--- src/sv/bba_pkg.sv ---
// shared types for the bitmap block allocator
package bba_pkg;

  localparam int POS_W = 12;
  localparam int CNT_W = 13;
  localparam int BYTE_IDX_W = CNT_W - 3;
  localparam logic [CNT_W-1:0] BITS_RESET = 13'd4096;

  localparam logic OP_FIND = 1'b0;
  localparam logic OP_SET  = 1'b1;

  typedef struct packed {
    logic             opcode;
    logic [POS_W-1:0] position;
    logic             bit_value;
  } req_t;

  typedef struct packed {
    logic             ok;
    logic [POS_W-1:0] found_position;
    logic             echoed_value;
  } rsp_t;

  typedef struct packed {
    logic       want;
    logic       first;
    logic [2:0] lo;
    logic       last;
    logic [2:0] hi;
  } scan_ctl_t;

  typedef struct packed {
    logic       hit;
    logic [2:0] idx;
  } scan_res_t;

endpackage

--- src/sv/bba_store.sv ---
// byte store for the usage bitmap, one write and one registered read port
module bba_store #(
  parameter int DEPTH = 512,
  parameter int AW = 9
) (
  input  logic          clk,
  input  logic          we,
  input  logic [AW-1:0] waddr,
  input  logic [7:0]    wdata,
  input  logic [AW-1:0] raddr,
  output logic [7:0]    rdata
);

  logic [7:0] mem [DEPTH];

  always_ff @(posedge clk) begin
    if (we) begin
      mem[waddr] <= wdata;
    end
    rdata <= mem[raddr];
  end

endmodule

--- src/sv/bba_scan_unit.sv ---
// byte match unit: first bit of a byte equal to the wanted value within limits
module bba_scan_unit
  import bba_pkg::*;
(
  input  logic [7:0] data,
  input  scan_ctl_t  ctl,
  output scan_res_t  res
);

  logic [7:0] hits;

  always_comb begin
    for (int k = 0; k < 8; k++) begin
      hits[k] = (!ctl.first || 3'(k) >= ctl.lo) &&
                (!ctl.last || 3'(k) <= ctl.hi) &&
                (data[7-k] == ctl.want);
    end
    res.hit = |hits;
    res.idx = 3'd0;
    for (int k = 7; k >= 0; k--) begin
      if (hits[k]) begin
        res.idx = 3'(k);
      end
    end
  end

endmodule

--- src/sv/bitmap_block_allocator.sv ---
// top level of the bitmap block allocator with its scan sequencer
//
// req channel (valid/ready) carries one request: opcode find or set, a
// position and a bit value. rsp channel (valid/ready) returns one result per
// request: ok, the found or echoed position and the echoed bit value.
// cfg_we/cfg_data write bits_in_use at once; the user must write it only
// while the block is idle, which the block itself does not enforce.
// a find walks the byte store from the start byte, one byte per cycle
// through the registered read port and the byte match unit, up to the byte
// that holds the last bit in use (bits_in_use, capped at MAX_BOUND). a set is
// a read-modify-write of one byte. an out-of-range request skips the store
// and goes straight to the result state.
// one request is in flight at a time; req_ready is low while it is at work.
// a finished result waits in the output register while rsp_ready is low,
// and the next request is taken meanwhile; its result holds the sequencer
// until the register is free again.
//
// after reset the store is cleared one byte per cycle, a pass over all
// (MAX_BITS+7)/8 bytes (512 by default) during which req_ready stays low.
module bitmap_block_allocator
  import bba_pkg::*;
#(
  parameter int MAX_BITS = 4096
) (
  input  logic             clk,
  input  logic             rst,
  input  logic             req_valid,
  output logic             req_ready,
  input  req_t             req,
  output logic             rsp_valid,
  input  logic             rsp_ready,
  output rsp_t             rsp,
  input  logic             cfg_we,
  input  logic [CNT_W-1:0] cfg_data
);

  localparam int DEPTH = (MAX_BITS + 7) / 8;
  localparam int AW = (DEPTH > 1) ? $clog2(DEPTH) : 1;
  localparam logic [CNT_W-1:0] MAX_BOUND = CNT_W'((MAX_BITS < 8191) ? MAX_BITS : 8191);
  localparam logic [AW-1:0] LAST_ADDR = AW'(DEPTH - 1);

  typedef enum logic [5:0] {
    ST_CLEAR  = 6'b000001,
    ST_IDLE   = 6'b000010,
    ST_FETCH  = 6'b000100,
    ST_FIND   = 6'b001000,
    ST_SETW   = 6'b010000,
    ST_RESULT = 6'b100000
  } state_t;

  state_t                state;
  logic [CNT_W-1:0]      bits_in_use;
  logic [AW-1:0]         clr;
  logic                  op;
  logic [POS_W-1:0]      pos;
  logic                  val;
  logic [BYTE_IDX_W-1:0] scan;
  logic [BYTE_IDX_W-1:0] data_byte;
  logic                  res_ok;
  logic [POS_W-1:0]      res_pos;

  logic [CNT_W-1:0]      bound;
  logic [CNT_W-1:0]      bound_m1;
  logic                  we;
  logic [AW-1:0]         waddr;
  logic [7:0]            wdata;
  logic [7:0]            rdata;
  logic [7:0]            byte_eff;
  logic [7:0]            mask;
  logic                  is_last;
  scan_ctl_t             sctl;
  scan_res_t             sres;

  assign bound = (bits_in_use > MAX_BOUND) ? MAX_BOUND : bits_in_use;
  assign bound_m1 = bound - CNT_W'(1);
  assign is_last = (data_byte == bound_m1[CNT_W-1:3]);
  assign byte_eff = (32'(data_byte) < DEPTH) ? rdata : 8'h00;
  assign mask = 8'h80 >> pos[2:0];
  assign req_ready = (state == ST_IDLE);

  assign sctl.want = val;
  assign sctl.first = (data_byte == {1'b0, pos[POS_W-1:3]});
  assign sctl.lo = pos[2:0];
  assign sctl.last = is_last;
  assign sctl.hi = bound_m1[2:0];

  always_comb begin
    we = 1'b0;
    waddr = AW'(data_byte);
    wdata = val ? (rdata | mask) : (rdata & ~mask);
    case (state)
      ST_CLEAR: begin
        we = 1'b1;
        waddr = clr;
        wdata = 8'h00;
      end
      ST_SETW: begin
        we = 1'b1;
      end
      default: begin
        we = 1'b0;
      end
    endcase
  end

  bba_store #(
    .DEPTH(DEPTH),
    .AW(AW)
  ) u_store (
    .clk(clk),
    .we(we),
    .waddr(waddr),
    .wdata(wdata),
    .raddr(AW'(scan)),
    .rdata(rdata)
  );

  bba_scan_unit u_scan (
    .data(byte_eff),
    .ctl(sctl),
    .res(sres)
  );

  always_ff @(posedge clk) begin
    if (rst) begin
      bits_in_use <= BITS_RESET;
    end else if (cfg_we) begin
      bits_in_use <= cfg_data;
    end
  end

  always_ff @(posedge clk) begin
    if (rst) begin
      state <= ST_CLEAR;
      clr <= '0;
      rsp_valid <= 1'b0;
    end else begin
      if (rsp_valid && rsp_ready && state != ST_RESULT) begin
        rsp_valid <= 1'b0;
      end
      case (state)
        ST_CLEAR: begin
          clr <= clr + AW'(1);
          if (clr == LAST_ADDR) begin
            state <= ST_IDLE;
          end
        end
        ST_IDLE: begin
          if (req_valid) begin
            op <= req.opcode;
            pos <= req.position;
            val <= req.bit_value;
            scan <= {1'b0, req.position[POS_W-1:3]};
            if (CNT_W'(req.position) >= bound) begin
              res_ok <= 1'b0;
              res_pos <= (req.opcode == OP_SET) ? req.position : '0;
              state <= ST_RESULT;
            end else begin
              state <= ST_FETCH;
            end
          end
        end
        ST_FETCH: begin
          data_byte <= scan;
          scan <= scan + BYTE_IDX_W'(1);
          state <= (op == OP_SET) ? ST_SETW : ST_FIND;
        end
        ST_FIND: begin
          data_byte <= scan;
          scan <= scan + BYTE_IDX_W'(1);
          if (sres.hit) begin
            res_ok <= 1'b1;
            res_pos <= POS_W'({data_byte, sres.idx});
            state <= ST_RESULT;
          end else if (is_last) begin
            res_ok <= 1'b0;
            res_pos <= '0;
            state <= ST_RESULT;
          end
        end
        ST_SETW: begin
          res_ok <= 1'b1;
          res_pos <= pos;
          state <= ST_RESULT;
        end
        ST_RESULT: begin
          if (!rsp_valid || rsp_ready) begin
            rsp.ok <= res_ok;
            rsp.found_position <= res_pos;
            rsp.echoed_value <= val;
            rsp_valid <= 1'b1;
            state <= ST_IDLE;
          end
        end
        default: begin
          state <= ST_CLEAR;
          clr <= '0;
        end
      endcase
    end
  end

endmodule

--- config.mk ---
export PLATFORM = sky130hd
export DESIGN_NAME = bitmap_block_allocator
export DESIGN_NICKNAME = d
export VERILOG_FILES = /design/src/sv/bba_pkg.sv /design/src/sv/bba_store.sv /design/src/sv/bba_scan_unit.sv /design/src/sv/bitmap_block_allocator.sv
export SDC_FILE = /design/constraint.sdc
export NUM_CORES = 2
export LEC_CHECK = 0
export BUFFER_PORTS_ARGS = -buffer_cell sky130_fd_sc_hd__clkbuf_2
export CELL_PAD_IN_SITES_DETAIL_PLACEMENT = 1
export CELL_PAD_IN_SITES_GLOBAL_PLACEMENT = 1
export CORE_ASPECT_RATIO = 1.1
export CORE_MARGIN = 3
export CORE_UTILIZATION = 35
export CTS_CLUSTER_DIAMETER = 40
export DETAILED_ROUTE_END_ITERATION = 8
export GPL_TIMING_DRIVEN = 1
export PLACE_DENSITY = 0.59
export SLEW_MARGIN = 20
export SYNTH_ARGS = -nofsm -noshare
export SYNTH_HDL_FRONTEND = slang
export SYNTH_SLANG_ARGS = --single-unit
--- constraint.sdc ---
create_clock -name clk -period 16.8 [get_ports clk]
set_input_delay 0 -clock clk [delete_from_list [all_inputs] [get_ports clk]]
set_output_delay 0 -clock clk [all_outputs]
set_load 0.01 [all_outputs]
Word level (Yosys, flattened, before mapping)
Memory sizes are Yosys's and may differ from the RTL's. A register that Yosys moved wholly into a read port is not among the register bits.
Index checks and enable logic that the tools add are counted.
- word-level logic and storage cells: 156
- flip-flop bits (word level): 90
- bits in writable memories: 4096
- memories: 1
- input bits: 32
- output and inout bits: 16
- memories (name ; depth ; bits a word ; rd ports ; clocked after Yosys merged registers in ; wr ports ; line ; RTL):
    u_store.mem ; 512 ; 8 ; 1 ; 1 ; 1 ; bba_store.sv:14 ; logic [7:0] mem [DEPTH];
- bitwise logic cells: 4
- add/sub/neg operators: 3
- equal/unequal tests: 23
- $lt $le $gt $ge: 19
- shifts and indexed selects: 1
- reduce and logical (&&, ||, !) cells: 50
- multiplexer cells: 41
- operator list (kind ; number):
    two-way mux 12 bit ; 5
    two-way mux 6 bit ; 6
    one-hot mux 12 bit (3 select lines) ; 1
    one-hot mux 6 bit (6 select lines) ; 1
    two-way mux 3 bit ; 8
    two-way mux 8 bit ; 3
    one-hot mux 10 bit (2 select lines) ; 1
    logical AND 1 bit ; 18
    one-hot mux 9 bit (2 select lines) ; 1
    logical OR 1 bit ; 17
    >= comparator 12 x 13 -> 1 bit ; 1
    > comparator 13 bit, second input constant ; 1
    two-way mux 13 bit ; 1
    subtractor 13 x 1 -> 13 bit, second input constant ; 1
    >= comparator 3 bit, first input constant ; 4
    <= comparator 3 bit, first input constant ; 4
    adder 10 x 1 -> 10 bit, second input constant ; 1
    == test 10 bit ; 1
    == test 10 x 9 -> 1 bit ; 1
    < comparator 10 bit, second input constant ; 1
    two-way mux 1 bit ; 10
    two-way mux 10 bit ; 1
    adder 9 x 1 -> 9 bit, second input constant ; 1
    == test 9 bit, second input constant ; 1
    other kinds (33) ; 51

Depth between registers and ports, before layout
- depth in word-level cells: 18
- depth in mapped cells: 14
- mapped depth without buffers: 12

By module
Synthesis repeated with hierarchy kept, for this count alone.
- cells, all modules: 8596
- area total of the unflattened synthesis: 165383.6 um^2
- by module, submodules not included (module ; instances ; area each (um^2) ; cells each ; seq. area each (um^2)):
    bba_store ; 1 ; 159927.1 ; 8030 ; 123158.1
    bitmap_block_allocator ; 1 ; 5108.6 ; 519 ; 2412.3
    bba_scan_unit ; 1 ; 347.8 ; 47 ; 0.0

Worst setup path after synthesis
No wires, ideal clock.
- kind: register to register
- from: reg state[3]
- to: mem u_store.mem[0][6] (data pin)
- stages on the path, launching flop included: 6
- setup time: 2.949 ns
- period minus slack after synthesis: 17.644 ns
- setup slack: -0.844 ns
- data required time: 13.851 ns
- buffers on the path: 2
- arrival time: 14.695 ns
- cell sequence: dfxtp_1 -> nor4_1 -> and3b_1 -> clkbuf_1 -> buf_1 -> a21oi_1
- longest elaborated chain between the ends: 2
- ends and longest elaborated chain (element ; line ; RTL):
    start, declared ; bitmap_block_allocator.sv:51 ; state_t state;
    start signal, assigned ; bitmap_block_allocator.sv:166 ; state <= (op == OP_SET) ? ST_SETW : ST_FIND;
    == test 6 x 1 -> 1 bit ; bitmap_block_allocator.sv:91 ; case (state)
    two-way mux 8 bit ; bitmap_block_allocator.sv:91 ;
    net u_store.wdata[6] ; bba_store.sv:9 ; input logic [7:0] wdata,
    end, declared ; bba_store.sv:14 ;
The timed path passes the listed nets, and every way through them passes these cells.

==> out/metrics.yaml <==
clocking:
  cts_root_buffer: "clkbuf_16"
  insertion_delay_ns: 1.04
  htreeDepth: 5
  cts_buffers: 477
  cts_tree: "done"
  clock_path_buffers: 4
  clk_pin_slew_ns: 0.06
  clkSinkCount: 4194
final_layout:
  final_cell_area_sq_um: 188000
  utilization: 0.406
  fin_nets: 7554
  layout_common_cells: "edfxtp_1, mux4_2, nor2_1"
  syn_to_final_growth_pct: 15.4
  multi_input_area_sq_um: 35800
  drive_above_1_share: 0.294
  final_common_cell: "edfxtp_1"
  fillers: 43300
  regArea_sq_um: 126000
min_path:
  hold_start: "req[5]"
  hp-class: "input pin to register"
placed_design:
  place_area_sq_um: 171000
  dp_slack_ns: 9.82
  portBuffers: 47
  gp_congestion: 0.783
  post-dp-hpwl_um: 250000
setup_path:
  startpoint: "scan[1]"
  crit_type: "register to register"
  crit_arrival_ns: 7.79
  critPathLaunchType: "register"
  worstPathCellList: "buf_4, buf_12, buf_4, buf_4, buf_4, mux4_2, mux4_2, a22o_1, nor3_1, a31oi_1, o22ai_1, a21oi_1"
  cp_slowest_stage_delay_ns: 0.82
  cp-end-kind: "register"
  rr_startpoint: "scan[1]"
  crit_top_cell: "buf_4"
  crit_slowest_cell: "buf_4"
  path_max_fanout: 113
  required_ns: 17.64
logic_synthesis:
  synth_area_per_cell_sq_um: 22.7
  synth-compound-area-share: 0.0139
  ys.warnings.count: 0
  ys_seq_area_frac: 0.770
  synth_fp_nets: 7222
  ys_seq_elements: 4194
  synth_top_family_by_area: "multiplexers"
  synthCells: 7171
  synth-xor-area-share: 0.00209
  synthMuxAreaShare: 0.178
  syn-cell-area_sq_um: 163000
  synthFlopType: "edfxtp_1"
  synth_edf_count: 4157
  async_reset_ff_frac: 0
  synth.distinct_cells: 82
  synthSimpleGateAreaFrac: 0.0219
  synth_fa_ha_area_frac: 0.00146
power:
  p_int_mw: 18.1
  power.density_nw_per_um2: 123
  p_switching_mw: 5.09
  power_frac_seq: 0.506
  clkPwrFrac: 0.462
  p_comb_frac: 0.032
  p_leak_nw: 57.5
  ir_drop_uv: 98.0
  swShare: 0.220
timing:
  maxSlewViolCount: 0
  period_share: 0.414
  period_needed_ns: 6.95
  setup_slack_ns: 9.85
  fin_setup_tns_ns: 0
  rsz0062_at_grt: "false"
  setup_viol: 0
  hold_violations: 0
  clock_skew_ns: 0.0593
  max_freq_mhz: 144
  whs_ns: 0.128
  tightest_slew_ns: 1.17
  relSlewSlack: 0.218
global_route:
  antenna_found_initial: 21
  grt_usage: 0.181
  grt_pass1_wl_um: 626000
  grt_pass1_vias: 81800
  grt_overflow: 0
  grt_max_degree: 209
run:
  cap_violations: 0
outcome:
  status: "completed"
drt:
  wl_per_cell_um: 30.8
  antenna_left: 0
  drc: 0
  vias: 76800
  viasPerCell: 5.43
  dr.pass1.iters: 5
  drt-initial-drc-count: 8486
  routed_wl_um: 435000
floorplan:
  initial_utilization: 0.352
  core_sq_um: 464000
  dieHeight_um: 722
  ios: 48
  dieArea_sq_um: 474000
  fp-row-count: 262
  die_w_um: 657
## logic make-up after synthesis
logic type | Yosys count
simple gates | 836
mux | 1305
fa+ha+maj | 19
buf+inv | 460
flops | 4194
xor+xnor | 39
compound gates | 318
## area by class of cell
| type | count | area share |
|---|---|---|
| Inverter | 22 | 0.000439 |
| Tap cell | 6204 | 0.0413 |
| Timing Repair Buffer | 291 | 0.0134 |
| Clock inverter | 348 | 0.0216 |
| Multi-Input combinational cell | 2517 | 0.190 |
| Sequential cell | 4194 | 0.667 |
| Antenna cell | 6 | 0.0000798 |
| Clock buffer | 547 | 0.0656 |
## power by group through the flow
| stage | registers (mW) | clock network [mW] | logic [mW] |
|---|---|---|---|
| floorplan | 12.1 | 0 | 0.274 |
| global placement | 11.9 | 0 | 0.685 |
| detailed placement | 11.9 | 0 | 0.724 |
| CTS | 11.7 | 10.9 | 0.742 |
| global route | 11.7 | 11.3 | 0.784 |
| finish | 11.7 | 10.7 | 0.738 |
## worst max-delay path, delay by kind of cell, from the launching register on
family / cells / cell delay [ns]
AO/OA/AOI/OAI: 4 / 1.45
flip-flops: 1 / 0.35
multiplexers: 2 / 0.94
AND/OR/NAND/NOR: 1 / 0.56
buffers and inverters: 5 / 3.23
## per-layer routing
layer,part of all wire,vias up,GRT usage
met5,0.000035,-,0
met4,0.033,2,0.0556
met2,0.50,2624,0.301
met3,0.058,648,0.0275
met1,0.41,42300,0.246
li1,-,31200,-
## cell usage after synthesis, types with 33 or more instances
cell type	count	share of area
edfxtp_1	4157	0.77
mux4_2	1281	0.18
nor2_1	578	0.013
clkbuf_1	260	0.0060
buf_2	115	0.0035
nand2_1	94	0.0022
a22oi_1	82	0.0038
a21oi_1	59	0.0018
a22o_1	44	0.0024
buf_1	43	0.00099
dfxtp_1	37	0.0045
o21ai_0	33	0.0010
## path summary, 6_finish.rpt
kind | to | slack (ns) | depth (start not counted)
worst min register to register | rsp[4] | 0.43 | 0
worst min-delay path | res_pos[4] | 0.13 | 4
worst max register to register | u_store.rdata[3] | 9.85 | 12
worst max-delay path | u_store.rdata[3] | 9.85 | 12
## through the flow
step                cells  power, mW
finish              14100       23.2
detailed placement  13100       12.7
floorplan            7171       12.4
CTS                 14100       23.4
global route        14100       23.8
global placement    13100       12.6
## repair_timing
| item | CTS | global route |
|---|---|---|
| setup endpoints to repair | 0 | 0 |
| resized for setup | 0 | 0 |
| hold endpoints to repair | 106 | 0 |
| hold buffers | 92 | 0 |
| buffers inserted | 0 | 0 |
## registers in the layout, summed over array words and instances (netlist names)
register,count
clr,9
u_store.rdata,8
scan,10
val,1
u_store.mem,4096
rsp,14
res_pos,12
pos,12
bits_in_use,13
state,6
op,1
res_ok,1
rsp_valid,1
data_byte,10
Note: power is estimated with default switching activity, not from simulation.
